==> src/rtl/dbipid_pkg.sv <==
// ----------------------------------------------------------------------------
// dbipid_pkg
// Types, widths and constants of the deadband incremental PID regulator.
// ----------------------------------------------------------------------------
package dbipid_pkg;

    localparam int FRAC_BITS   = 16;
    localparam int DEADBAND    = 30;
    localparam int GAIN_W      = 20;
    localparam int ERR_W       = 9;
    localparam int LIMIT_W     = 9;
    localparam int STEP_LIM_W  = 26;
    localparam int DRIVE_W     = 10;
    localparam int CENT_W      = 8;
    localparam int ACC_W       = DRIVE_W + FRAC_BITS;
    localparam int CFG_IDX_W   = 4;
    localparam int CFG_DATA_W  = STEP_LIM_W;

    localparam logic [GAIN_W-1:0]     KP_RESET       = GAIN_W'(655);
    localparam logic [GAIN_W-1:0]     KI_RESET       = '0;
    localparam logic [GAIN_W-1:0]     KD_RESET       = '0;
    localparam logic [LIMIT_W-1:0]    INT_LIM_RESET  = '0;
    localparam logic [STEP_LIM_W-1:0] STEP_LIM_RESET = STEP_LIM_W'(1310720);
    localparam logic [DRIVE_W-1:0]    OUT_MAX_RESET  = DRIVE_W'(300);
    localparam logic [DRIVE_W-1:0]    OUT_MIN_RESET  = DRIVE_W'(10);
    localparam logic [CENT_W-1:0]     TARGET_RESET   = CENT_W'(128);
    localparam logic [ACC_W-1:0]      ACC_RESET      = ACC_W'(100) << FRAC_BITS;

    typedef enum logic [CFG_IDX_W-1:0] {
        CFG_KP       = 4'd0,
        CFG_KI       = 4'd1,
        CFG_KD       = 4'd2,
        CFG_INT_LIM  = 4'd3,
        CFG_STEP_LIM = 4'd4,
        CFG_OUT_MAX  = 4'd5,
        CFG_OUT_MIN  = 4'd6,
        CFG_TARGET   = 4'd7
    } t_cfg_idx;

    typedef struct packed {
        logic signed [GAIN_W-1:0] kp;
        logic signed [GAIN_W-1:0] ki;
        logic signed [GAIN_W-1:0] kd;
        logic [LIMIT_W-1:0]       int_lim;
        logic [STEP_LIM_W-1:0]    step_lim;
        logic [DRIVE_W-1:0]       out_max;
        logic [DRIVE_W-1:0]       out_min;
        logic [CENT_W-1:0]        target;
    } t_cfg;

    typedef struct packed {
        logic signed [ERR_W-1:0] e0;
        logic signed [ERR_W-1:0] e1;
        logic signed [ERR_W-1:0] e2;
        logic [ACC_W-1:0]        acc;
    } t_pid_state;

endpackage

==> src/rtl/dbipid_step.sv <==
// ----------------------------------------------------------------------------
// dbipid_step
// One controller update: deadband error, incremental PID step, step clip and
// output clamp, or a preset load.
// ----------------------------------------------------------------------------
module dbipid_step
    import dbipid_pkg::*;
(
    input  logic               i_kind,
    input  logic [CENT_W-1:0]  i_centroid,
    input  logic [DRIVE_W-1:0] i_preset,
    input  t_cfg               i_cfg,
    input  t_pid_state         i_state,
    output t_pid_state         o_state
);

    logic signed [CENT_W+1:0]      w_diff;
    logic signed [ERR_W-1:0]       w_err;
    logic signed [ERR_W:0]         w_d1;
    logic signed [ERR_W+1:0]       w_d2;
    logic [ERR_W-1:0]              w_mag;
    logic                          w_use_i;
    logic signed [GAIN_W+ERR_W:0]  w_prod_p;
    logic signed [GAIN_W+ERR_W+1:0] w_prod_d;
    logic signed [GAIN_W+ERR_W-1:0] w_prod_i;
    logic signed [31:0]            w_step;
    logic [31:0]                   w_step_abs;
    logic signed [STEP_LIM_W:0]    w_step_clip;
    logic signed [ACC_W+2:0]       w_sum;
    logic [ACC_W-1:0]              w_hi;
    logic [ACC_W-1:0]              w_lo;
    logic [ACC_W-1:0]              w_acc;

    assign w_diff = $signed({2'b00, i_cfg.target}) - $signed({2'b00, i_centroid});

    always_comb begin
        if (w_diff <= (CENT_W+2)'(DEADBAND) && w_diff >= -(CENT_W+2)'(DEADBAND)) begin
            w_err = '0;
        end else if (w_diff > 0) begin
            w_err = ERR_W'(w_diff - (CENT_W+2)'(DEADBAND));
        end else begin
            w_err = ERR_W'(w_diff + (CENT_W+2)'(DEADBAND));
        end
    end

    assign w_d1 = (ERR_W+1)'(w_err) - (ERR_W+1)'(i_state.e0);
    assign w_d2 = (ERR_W+2)'(w_err) + (ERR_W+2)'(i_state.e1)
                - ((ERR_W+2)'(i_state.e0) <<< 1);
    assign w_mag   = w_err[ERR_W-1] ? ERR_W'(-w_err) : ERR_W'(w_err);
    assign w_use_i = w_mag < i_cfg.int_lim;

    assign w_prod_p = (GAIN_W+ERR_W+1)'(i_cfg.kp) * (GAIN_W+ERR_W+1)'(w_d1);
    assign w_prod_d = (GAIN_W+ERR_W+2)'(i_cfg.kd) * (GAIN_W+ERR_W+2)'(w_d2);
    assign w_prod_i = (GAIN_W+ERR_W)'(i_cfg.ki) * (GAIN_W+ERR_W)'(w_err);

    assign w_step = 32'(w_prod_p) + 32'(w_prod_d) + (w_use_i ? 32'(w_prod_i) : 32'sd0);
    assign w_step_abs = w_step[31] ? 32'(-w_step) : 32'(w_step);

    always_comb begin
        if (w_step_abs < {{(32-STEP_LIM_W){1'b0}}, i_cfg.step_lim}) begin
            w_step_clip = (STEP_LIM_W+1)'(w_step);
        end else if (w_step > 0) begin
            w_step_clip = $signed({1'b0, i_cfg.step_lim});
        end else if (w_step < 0) begin
            w_step_clip = -$signed({1'b0, i_cfg.step_lim});
        end else begin
            w_step_clip = '0;
        end
    end

    assign w_sum = $signed({3'b000, i_state.acc}) + (ACC_W+3)'(w_step_clip);
    assign w_hi  = {i_cfg.out_max, {FRAC_BITS{1'b0}}};
    assign w_lo  = {i_cfg.out_min, {FRAC_BITS{1'b0}}};

    always_comb begin
        if (w_sum > $signed({3'b000, w_hi})) begin
            w_acc = w_hi;
        end else if (w_sum < $signed({3'b000, w_lo})) begin
            w_acc = w_lo;
        end else begin
            w_acc = w_sum[ACC_W-1:0];
        end
    end

    always_comb begin
        if (i_kind) begin
            o_state.e0  = '0;
            o_state.e1  = '0;
            o_state.e2  = '0;
            o_state.acc = {i_preset, {FRAC_BITS{1'b0}}};
        end else begin
            o_state.e0  = w_err;
            o_state.e1  = i_state.e0;
            o_state.e2  = i_state.e1;
            o_state.acc = w_acc;
        end
    end

endmodule

==> src/rtl/deadband_incremental_pid.sv <==
// ----------------------------------------------------------------------------
// deadband_incremental_pid
// Per-frame exposure regulator: deadband error, incremental PID, clipped step
// and clamped drive value, with a preset that reloads the output.
// ----------------------------------------------------------------------------
//  channel   direction  handshake                    payload
//  s_axis    in         i_s_axis_tvalid/o_s_axis_tready  tdata: centroid, preset;
//                                                     tuser: kind
//  m_axis    out        o_m_axis_tvalid/i_m_axis_tready  tdata: drive_value
//  cfg       in         i_cfg_wr_en                  i_cfg_index, i_cfg_data
//
//  One word per cycle sustained while the result is not stalled: one input
//  register, then the single-pass update into the result register, which
//  also commits the error history and accumulator.
//  Reset clears both stages and loads register and state reset values.
//  A stalled result holds the update stage; the input register still takes
//  one more word.
// ----------------------------------------------------------------------------
module deadband_incremental_pid
    import dbipid_pkg::*;
(
    input  logic                  i_clk,
    input  logic                  i_rst_n,

    input  logic                  i_s_axis_tvalid,
    output logic                  o_s_axis_tready,
    input  logic [23:0]           i_s_axis_tdata,   // centroid[7:0], preset_value[17:8]
    input  logic [0:0]            i_s_axis_tuser,   // kind[0]

    output logic                  o_m_axis_tvalid,
    input  logic                  i_m_axis_tready,
    output logic [15:0]           o_m_axis_tdata,   // drive_value[9:0]

    input  logic                  i_cfg_wr_en,
    input  logic [CFG_IDX_W-1:0]  i_cfg_index,
    input  logic [CFG_DATA_W-1:0] i_cfg_data
);

    logic               r_in_valid;
    logic               r_in_kind;
    logic [CENT_W-1:0]  r_in_centroid;
    logic [DRIVE_W-1:0] r_in_preset;
    logic               r_out_valid;
    logic [DRIVE_W-1:0] r_out_drive;
    t_cfg               r_cfg;
    t_pid_state         r_state;
    t_pid_state         n_state;
    logic               w_in_acc;
    logic               w_advance;

    assign w_advance       = r_in_valid && (!r_out_valid || i_m_axis_tready);
    assign o_s_axis_tready = !r_in_valid || w_advance;
    assign w_in_acc        = i_s_axis_tvalid && o_s_axis_tready;

    dbipid_step u_step (
        .i_kind     (r_in_kind),
        .i_centroid (r_in_centroid),
        .i_preset   (r_in_preset),
        .i_cfg      (r_cfg),
        .i_state    (r_state),
        .o_state    (n_state)
    );

    always_ff @(posedge i_clk) begin
        if (!i_rst_n) begin
            r_in_valid  <= 1'b0;
            r_out_valid <= 1'b0;
            r_state.e0  <= '0;
            r_state.e1  <= '0;
            r_state.e2  <= '0;
            r_state.acc <= ACC_RESET;
        end else begin
            if (o_s_axis_tready) begin
                r_in_valid <= i_s_axis_tvalid;
            end
            if (w_advance) begin
                r_out_valid <= 1'b1;
                r_state     <= n_state;
            end else if (i_m_axis_tready) begin
                r_out_valid <= 1'b0;
            end
        end
    end

    always_ff @(posedge i_clk) begin
        if (w_in_acc) begin
            r_in_kind     <= i_s_axis_tuser[0];
            r_in_centroid <= i_s_axis_tdata[CENT_W-1:0];
            r_in_preset   <= i_s_axis_tdata[CENT_W+DRIVE_W-1:CENT_W];
        end
        if (w_advance) begin
            r_out_drive <= n_state.acc[ACC_W-1:FRAC_BITS];
        end
    end

    always_ff @(posedge i_clk) begin
        if (!i_rst_n) begin
            r_cfg.kp       <= KP_RESET;
            r_cfg.ki       <= KI_RESET;
            r_cfg.kd       <= KD_RESET;
            r_cfg.int_lim  <= INT_LIM_RESET;
            r_cfg.step_lim <= STEP_LIM_RESET;
            r_cfg.out_max  <= OUT_MAX_RESET;
            r_cfg.out_min  <= OUT_MIN_RESET;
            r_cfg.target   <= TARGET_RESET;
        end else if (i_cfg_wr_en) begin
            case (i_cfg_index)
                CFG_KP:       r_cfg.kp       <= i_cfg_data[GAIN_W-1:0];
                CFG_KI:       r_cfg.ki       <= i_cfg_data[GAIN_W-1:0];
                CFG_KD:       r_cfg.kd       <= i_cfg_data[GAIN_W-1:0];
                CFG_INT_LIM:  r_cfg.int_lim  <= i_cfg_data[LIMIT_W-1:0];
                CFG_STEP_LIM: r_cfg.step_lim <= i_cfg_data[STEP_LIM_W-1:0];
                CFG_OUT_MAX:  r_cfg.out_max  <= i_cfg_data[DRIVE_W-1:0];
                CFG_OUT_MIN:  r_cfg.out_min  <= i_cfg_data[DRIVE_W-1:0];
                CFG_TARGET:   r_cfg.target   <= i_cfg_data[CENT_W-1:0];
                default: begin
                end
            endcase
        end
    end

    assign o_m_axis_tvalid = r_out_valid;
    assign o_m_axis_tdata  = {(16-DRIVE_W)'(0), r_out_drive};

endmodule

==> config.mk <==
export PLATFORM = sky130hd
export DESIGN_NAME = deadband_incremental_pid
export DESIGN_NICKNAME = d
export VERILOG_FILES = /design/src/rtl/dbipid_pkg.sv /design/src/rtl/dbipid_step.sv /design/src/rtl/deadband_incremental_pid.sv
export SDC_FILE = /design/constraint.sdc
export NUM_CORES = 2
export LEC_CHECK = 0
export ABC_CLOCK_PERIOD_IN_PS = 39300
export BUFFER_PORTS_ARGS = -buffer_cell sky130_fd_sc_hd__buf_2
export CORE_MARGIN = 1
export CORE_UTILIZATION = 28
export CTS_BUF_LIST = sky130_fd_sc_hd__clkbuf_4 sky130_fd_sc_hd__clkbuf_8
export CTS_CLUSTER_DIAMETER = 30
export DETAILED_ROUTE_END_ITERATION = 7
export HOLD_SLACK_MARGIN = 0.05
export PLACE_DENSITY = 0.43
export RECOVER_POWER = 50
export SLEW_MARGIN = 20
export SYNTH_ARGS = -nofsm -noshare
export SYNTH_HDL_FRONTEND = slang
export SYNTH_SLANG_ARGS = --single-unit
==> constraint.sdc <==
create_clock -name i_clk -period 39.3 [get_ports i_clk]
set_clock_uncertainty 0.2 [all_clocks]
set_input_delay 1.965 -clock i_clk [delete_from_list [all_inputs] [get_ports i_clk]]
set_output_delay 1.965 -clock i_clk [all_outputs]
set_load 0.005 [all_outputs]
; Yosys cells after proc, flatten, opt, wreduce, memory -nomap -nowiden
; Index checks and enable logic that the tools add are counted.
; W data, S select, Z words.
[word_totals]
elab_cells = 78
register_bits = 198
out_inout_bits = 18
in_bits = 60
[classes]
n_lt_le_gt_ge = 9
muxes = 13
n_eq_ne = 7
mul = 3
n_reduce_logical = 17
add_sub_neg = 12
[ops]
columns = cell, n
row1 = $mux W27, 3
row2 = $mux W32, 2
row3 = $mux W53, 1
row4 = $mux W26, 2
row5 = $add A30 B31 Y32, 1
row6 = $add A32 B32 Y32, 1
row7 = $gt A32 B1 Y1 const B, 1
row8 = $lt A32 B1 Y1 const B, 1
row9 = $lt A32 B26 Y1, 1
row10 = $neg A32 Y32, 1
row11 = $mul A20 B11 Y31, 1
row12 = $mul A20 B10 Y30, 1
row13 = $gt A29 B27 Y1, 1
row14 = $lt A29 B27 Y1, 1
row15 = $mul A20 B9 Y29, 1
row16 = $add A27 B27 Y28, 1
row17 = $mux W9, 3
row18 = $neg A26 Y27, 1
row19 = $eq A4 B3 Y1 const B, 4
row20 = $reduce_and A2 Y1, 8
row21 = $sub A10 B10 Y11, 1
row22 = $add A9 B9 Y10, 1
row23 = $sub A9 B9 Y10, 1
row24 = $add A9 B6 Y9 const B, 1
row25 = 15 further kinds, 21

; Longest topological paths before layout
[logic_depth]
word_depth = 18
mapped_depth = 112
depth_no_buf = 105

; Cells and area by module
; A second synthesis with hierarchy kept.
[hier_totals]
cells_unflattened = 4217
area_unflattened_um2 = 36816.6
[modules_own_cells]
columns = mod, cells_per_inst, seq_area_each_um2, area_per_inst_um2, n_inst
row1 = dbipid_step, 3470, 0.0, 29119.2, 1
row2 = deadband_incremental_pid, 747, 4434.3, 7697.4, 1

; Worst setup path after synthesis
; Ideal clock, no wire load.
[synth_path]
kind = register to register
startpoint = register r_in_centroid[1]
endpoint = register r_state[6] (netlist bit)
t_required_ps = 39040
period_less_slack_ps = 22643
arrival_time_ps = 22383
slack_ps = 16657
setup_ps = 60
n_path_buf = 6
stages_incl_launch_ff = 106
path_cell_list = edfxtp_1 > inv_1 > ha_1 > nor2b_1 > o21ai_0 > nand2b_1 > a21o_1 > a21o_1 > a21o_1 > a21oi_1 > xnor2_1 > nand2b_1 > o21ba_2 > clkbuf_1 > mux2i_1 > xor2_1 > nor2_1 > clkbuf_1 > [... 70 more ...] > o31a_1 > nor2_1 > xnor2_1 > ha_1 > nand4b_1 > nor4_1 > nand2_1 > or4_1 > or4_1 > or3_1 > nor4b_1 > a21oi_1 > or4b_1 > nand3_2 > nor2_2 > nor3_4 > buf_6 > a22o_1
[synth_via]
elab_chain_cells = 18
elab_cells_between_ends = 35
classes_between = 11 x add/sub / 3 x mul / 9 x order compare / 11 x mux / 1 x reduce/logical
[synth_lines]
columns = item, line_no
row1 = from (decl), deadband_incremental_pid.sv:41  ; logic [CENT_W-1:0] r_in_centroid;
row2 = from (signal assigned), deadband_incremental_pid.sv:88  ; r_in_centroid <= i_s_axis_tdata[CENT_W-1:0];
row3 = $sub A8 B8 Y9 (*), dbipid_step.sv:34  ; assign w_diff = $signed({2'b00, i_cfg.target}) - $signed({2'b00, i_centroid});
row4 = $add A9 B6 Y9 (tied with other cells), dbipid_step.sv:42  ; w_err = ERR_W'(w_diff + (CENT_W+2)'(DEADBAND));
row5 = $mux W9 or $logic_and A1 B1 Y1 (tied branches), "dbipid_step.sv:39, dbipid_step.sv:37"
row6 = $mux W9 (*), dbipid_step.sv:37  ; if (w_diff <= (CENT_W+2)'(DEADBAND) && w_diff >= -(CENT_W+2)'(DEADBAND)) begin
row7 = $add A9 B9 Y10 or $neg A9 Y9 (tied branches), "dbipid_step.sv:47, dbipid_step.sv:49"
row8 = $sub A10 B10 Y11 or $mux W9 (tied branches), "dbipid_step.sv:48, dbipid_step.sv:49"
row9 = $mul A20 B11 Y31 or $lt A9 B9 Y1 (tied branches), "dbipid_step.sv:53, dbipid_step.sv:50"
row10 = $add A30 B31 Y32 or $mux W32 (tied branches), dbipid_step.sv:56  ; assign w_step = 32'(w_prod_p) + 32'(w_prod_d) + (w_use_i ? 32'(w_prod_i) : 32'sd0);
row11 = [... 2 more ...], -
row12 = $mux W32 or $mux W27 (tied branches), "dbipid_step.sv:57, dbipid_step.sv:64"
row13 = $lt A32 B26 Y1 or $mux W27 (tied branches), "dbipid_step.sv:60, dbipid_step.sv:62"
row14 = $mux W27 (*), dbipid_step.sv:60  ; if (w_step_abs < {{(32-STEP_LIM_W){1'b0}}, i_cfg.step_lim}) begin
row15 = $add A27 B27 Y28 (*), dbipid_step.sv:71  ; assign w_sum = $signed({3'b000, i_state.acc}) + (ACC_W+3)'(w_step_clip);
row16 = $lt A29 B27 Y1, dbipid_step.sv:78  ; end else if (w_sum < $signed({3'b000, w_lo})) begin
row17 = $mux W26, dbipid_step.sv:78
row18 = $mux W26 (*), dbipid_step.sv:76  ; if (w_sum > $signed({3'b000, w_hi})) begin
row19 = $mux W53 (*), dbipid_step.sv:86  ; if (i_kind) begin
row20 = to (signal assigned), deadband_incremental_pid.sv:78  ; r_state <= n_state;
row21 = to (decl), deadband_incremental_pid.sv:46  ; t_pid_state r_state;
; Every way passes the cells marked *; elsewhere a longest branch is shown, timed or not.
; A chain may end at the register's enable or synchronous reset.

; Worst setup path after layout
[layout_path]
startpoint = register r_in_centroid[1]
endpoint = register r_state[5] (netlist bit)
; Same word-level chain as after synthesis.

==> flow_summary.json <==
{
  "area_growth_pct": 6.874,
  "period_needed_ps": 26650,
  "synthTopCellsByArea": "fa_1 35%, ha_1 9.6%, dfxtp_1 9.5%",
  "end_kind": "flop",
  "cp.required_ps": 39650,
  "clk_latency_ps": 610,
  "drv_cap": 4,
  "grt-ovfl-total": 0,
  "setup_viol": 0,
  "violations": "max-capacitance violations, max-slew violations",
  "synth_top_area_share_pct": 34.97,
  "cts_root_buffer": "clkbuf_8",
  "vias_per_cell": 4.677,
  "rrSetupSlack_ps": 12650,
  "postCtsSetupBuffers": 0,
  "hold_viol": 0,
  "critical_path.max_stage_delay_ps": 760,
  "worstSetupPathType": "flop to flop",
  "path_max_fanout": 44,
  "wl_per_cell_um": 18.50,
  "die_h_um": 358.6,
  "fin_crit_sh_pct": 67.82,
  "grt_start_max_net_pins": 90,
  "antenna_found_initial": 2,
  "cts-hold-fix-buffers": 0,
  "ant_nets": 0,
  "start_util_pct": 28.28,
  "cts_buffers": 17,
  "synthCells": 4148,
  "tightestPinTransition_ps": 4602,
  "clock_path_buffers": 2,
  "cts_htree_levels": 4,
  "ys_async_sr_fraction_pct": 0,
  "core_um2": 125900,
  "rsz0062_at_grt": "no",
  "syn_avg_cell_area_um2": 8.583,
  "worstRegToRegCells": 97,
  "io_buffers": 65,
  "status": "finished with violations",
  "dr_wl_met2_mm": 51.35,
  "r2r-start": "r_in_centroid[1]",
  "design.die.area_um2": 128600,
  "die_w_um": 358.6,
  "cp_slowest_cell": "nor4b_1",
  "num_io_pins": 78,
  "grt.total_usage_pct": 17.20,
  "highest_layer": "met4",
  "cts_tree": "yes",
  "setup_tns_ps": 0,
  "row_count": 130,
  "start_kind": "flop",
  "worstPathArrival_ps": 27000,
  "m1WireLength_mm": 49.34,
  "yosys.area.top_type": "fa_1",
  "drive_gt1_share_pct": 5.468,
  "dr_total_vias": 26800,
  "slew_headroom_pct": -206.8,
  "firstDrtPassIters": 5,
  "synth_edf_count": 29,
  "drt-total-wl_mm": 106.0,
  "wl_met3_mm": 3.435,
  "ys_warn_count": 0,
  "synth_flop_cell": "dfxtp_1",
  "cts_resized": 0,
  "post-route-drc-count": 0,
  "fin_nets": 5020,
  "seq_area_frac_synth_pct": 11.95,
  "holdPathStages": 1,
  "gp_congestion": 0.8560,
  "clkSinkCount": 198,
  "grt_pass1_vias": 28230,
  "regToRegEndpoint": "r_state[5]",
  "drtIter0Drc": 1330,
  "cp_common_cell": "fa_1",
  "hold-path-endpoint": "r_state[10]",
  "ys_seq_elements": 198,
  "cts.clk_slew.worst_paths_ps": 120,
  "synth_area_um2": 35600,
  "hp-class": "flop to flop",
  "slew_viol_final": 203,
  "ys_types": 86,
  "worstHoldStart": "r_state[10]",
  "detailed_place_hpwl_mm": 85.64,
  "grt_pass1_wl_mm": 169.2,
  "max_freq_ghz": 0.03752
}
## worst max-delay path, delay by kind of cell (launching register included)
| kind | cells | cell delay, ps |
|---|---|---|
| AO/OA/AOI/OAI | 42 | 9170 |
| adder cells (fa/ha/maj) | 18 | 7780 |
| AND/OR/NAND/NOR | 25 | 7050 |
| buffers and inverters | 9 | 1250 |
| XOR/XNOR | 3 | 590 |
| flip-flops | 1 | 440 |
## metal layers
metal,up-vias,global-route usage (%)
met1,13600,23.25
met2,376,29.36
met5,-,0
met4,0,3.568
li1,12760,-
met3,61,2.081
## cells in the final DEF, fill, tap and decap left out, types with 22 or more instances in the layout
cell        n
o21a_1     32
ha_1      273
fa_1      622
a21oi_1   192
a21o_1     62
o21bai_1   22
buf_2      56
xor2_1     39
o21ai_0    79
xnor2_1    86
nor2b_1    39
inv_1     766
edfxtp_1   29
dfxtp_1   169
buf_4      43
and2_1    207
nand3_1    63
nand2b_1   69
or2_2      37
nand2_1   576
nor2_1    187
o211ai_1   29
nor3_1     37
mux2i_1    40
## state kept, by name, summed over array words and instances, names as in the netlist
name             cells
r_cfg              123
r_in_valid           1
r_in_preset         10
o_m_axis_tvalid      1
r_in_kind            1
r_out_drive         10
r_in_centroid        8
r_state             44
## kinds of logic after synthesis
group	after synthesis	synth area share (%)
other cells	1	0.01053
mux	42	1.184
buf+inv	988	10.62
simple gates	1317	17.72
xor+xnor	140	3.444
compound gates	567	10.50
fa+ha+maj	895	44.57
flops	198	11.95
## worst max-delay path by stage
stage / endpoint / startpoint / slack (ps)
after floorplan: r_state[6] / r_in_centroid[1] / 16660
after global placement: r_state[13] / r_in_centroid[1] / 12840
after detailed placement: r_out_drive[5] / r_in_centroid[1] / 12830
after CTS: r_out_drive[5] / r_in_centroid[1] / 12720
after global routing: r_state[1] / r_in_centroid[1] / 11150
final: r_state[5] / r_in_centroid[1] / 12650
## stage by stage
stage | utilization [%] | area [µm²] | hold WS [ps] | setup slack, ps | instances
finish | 30.22 | 38050 | 294.3 | 12650 | 5730
global route | 30.22 | 38050 | 319.7 | 11150 | 5729
CTS | 30.22 | 38050 | 296.2 | 12720 | 5727
detailed placement | 29.91 | 37660 | 259.8 | 12830 | 5695
global placement | 29.91 | 37660 | 250.4 | 12840 | 5695
floorplan | - | 35630 | 233.3 | 16660 | 4154
## cell usage after synthesis (5+ instances only)
cell and n:
inv_1 767, fa_1 622, nand2_1 576, ha_1 273, and2_1 209, a21oi_1 192, nor2_1 191, clkbuf_1 177
dfxtp_1 169, xnor2_1 94, o21ai_0 79, nand2b_1 70, nand3_1 63, a21o_1 62, xor2_1 46, mux2i_1 41
nor2b_1 41, nor3_1 38, or2_2 37, o21a_1 32, edfxtp_1 29, o211ai_1 29, buf_1 27, o21bai_1 22
nand4_1 18, o2111ai_1 17, a22o_1 15, o31ai_1 13, a31oi_1 12, a211oi_1 11, a22oi_1 11, and3_1 10
or3_1 10, or4_1 10, nor3b_1 9, buf_4 8, nor4_1 8, o211a_1 8, o311a_1 8, a41oi_1 7
o41ai_1 6, a31o_2 5, buf_6 5
## final cells by class
| class | instances | area, µm² |
|---|---|---|
| sequential | 198 | 4254 |
| clock inverter | 14 | 152.6 |
| multi-input combinational | 2968 | 27790 |
| tap | 1650 | 2064 |
| antenna | 2 | 5.005 |
| timing repair buffer | 113 | 666.9 |
| inverter | 767 | 2880 |
| clock buffer | 18 | 241.5 |
| fill | 13600 | 87850 |
Power is not shown: default switching activity piles up to over one toggle a cycle in this logic, so the estimate is an artifact.
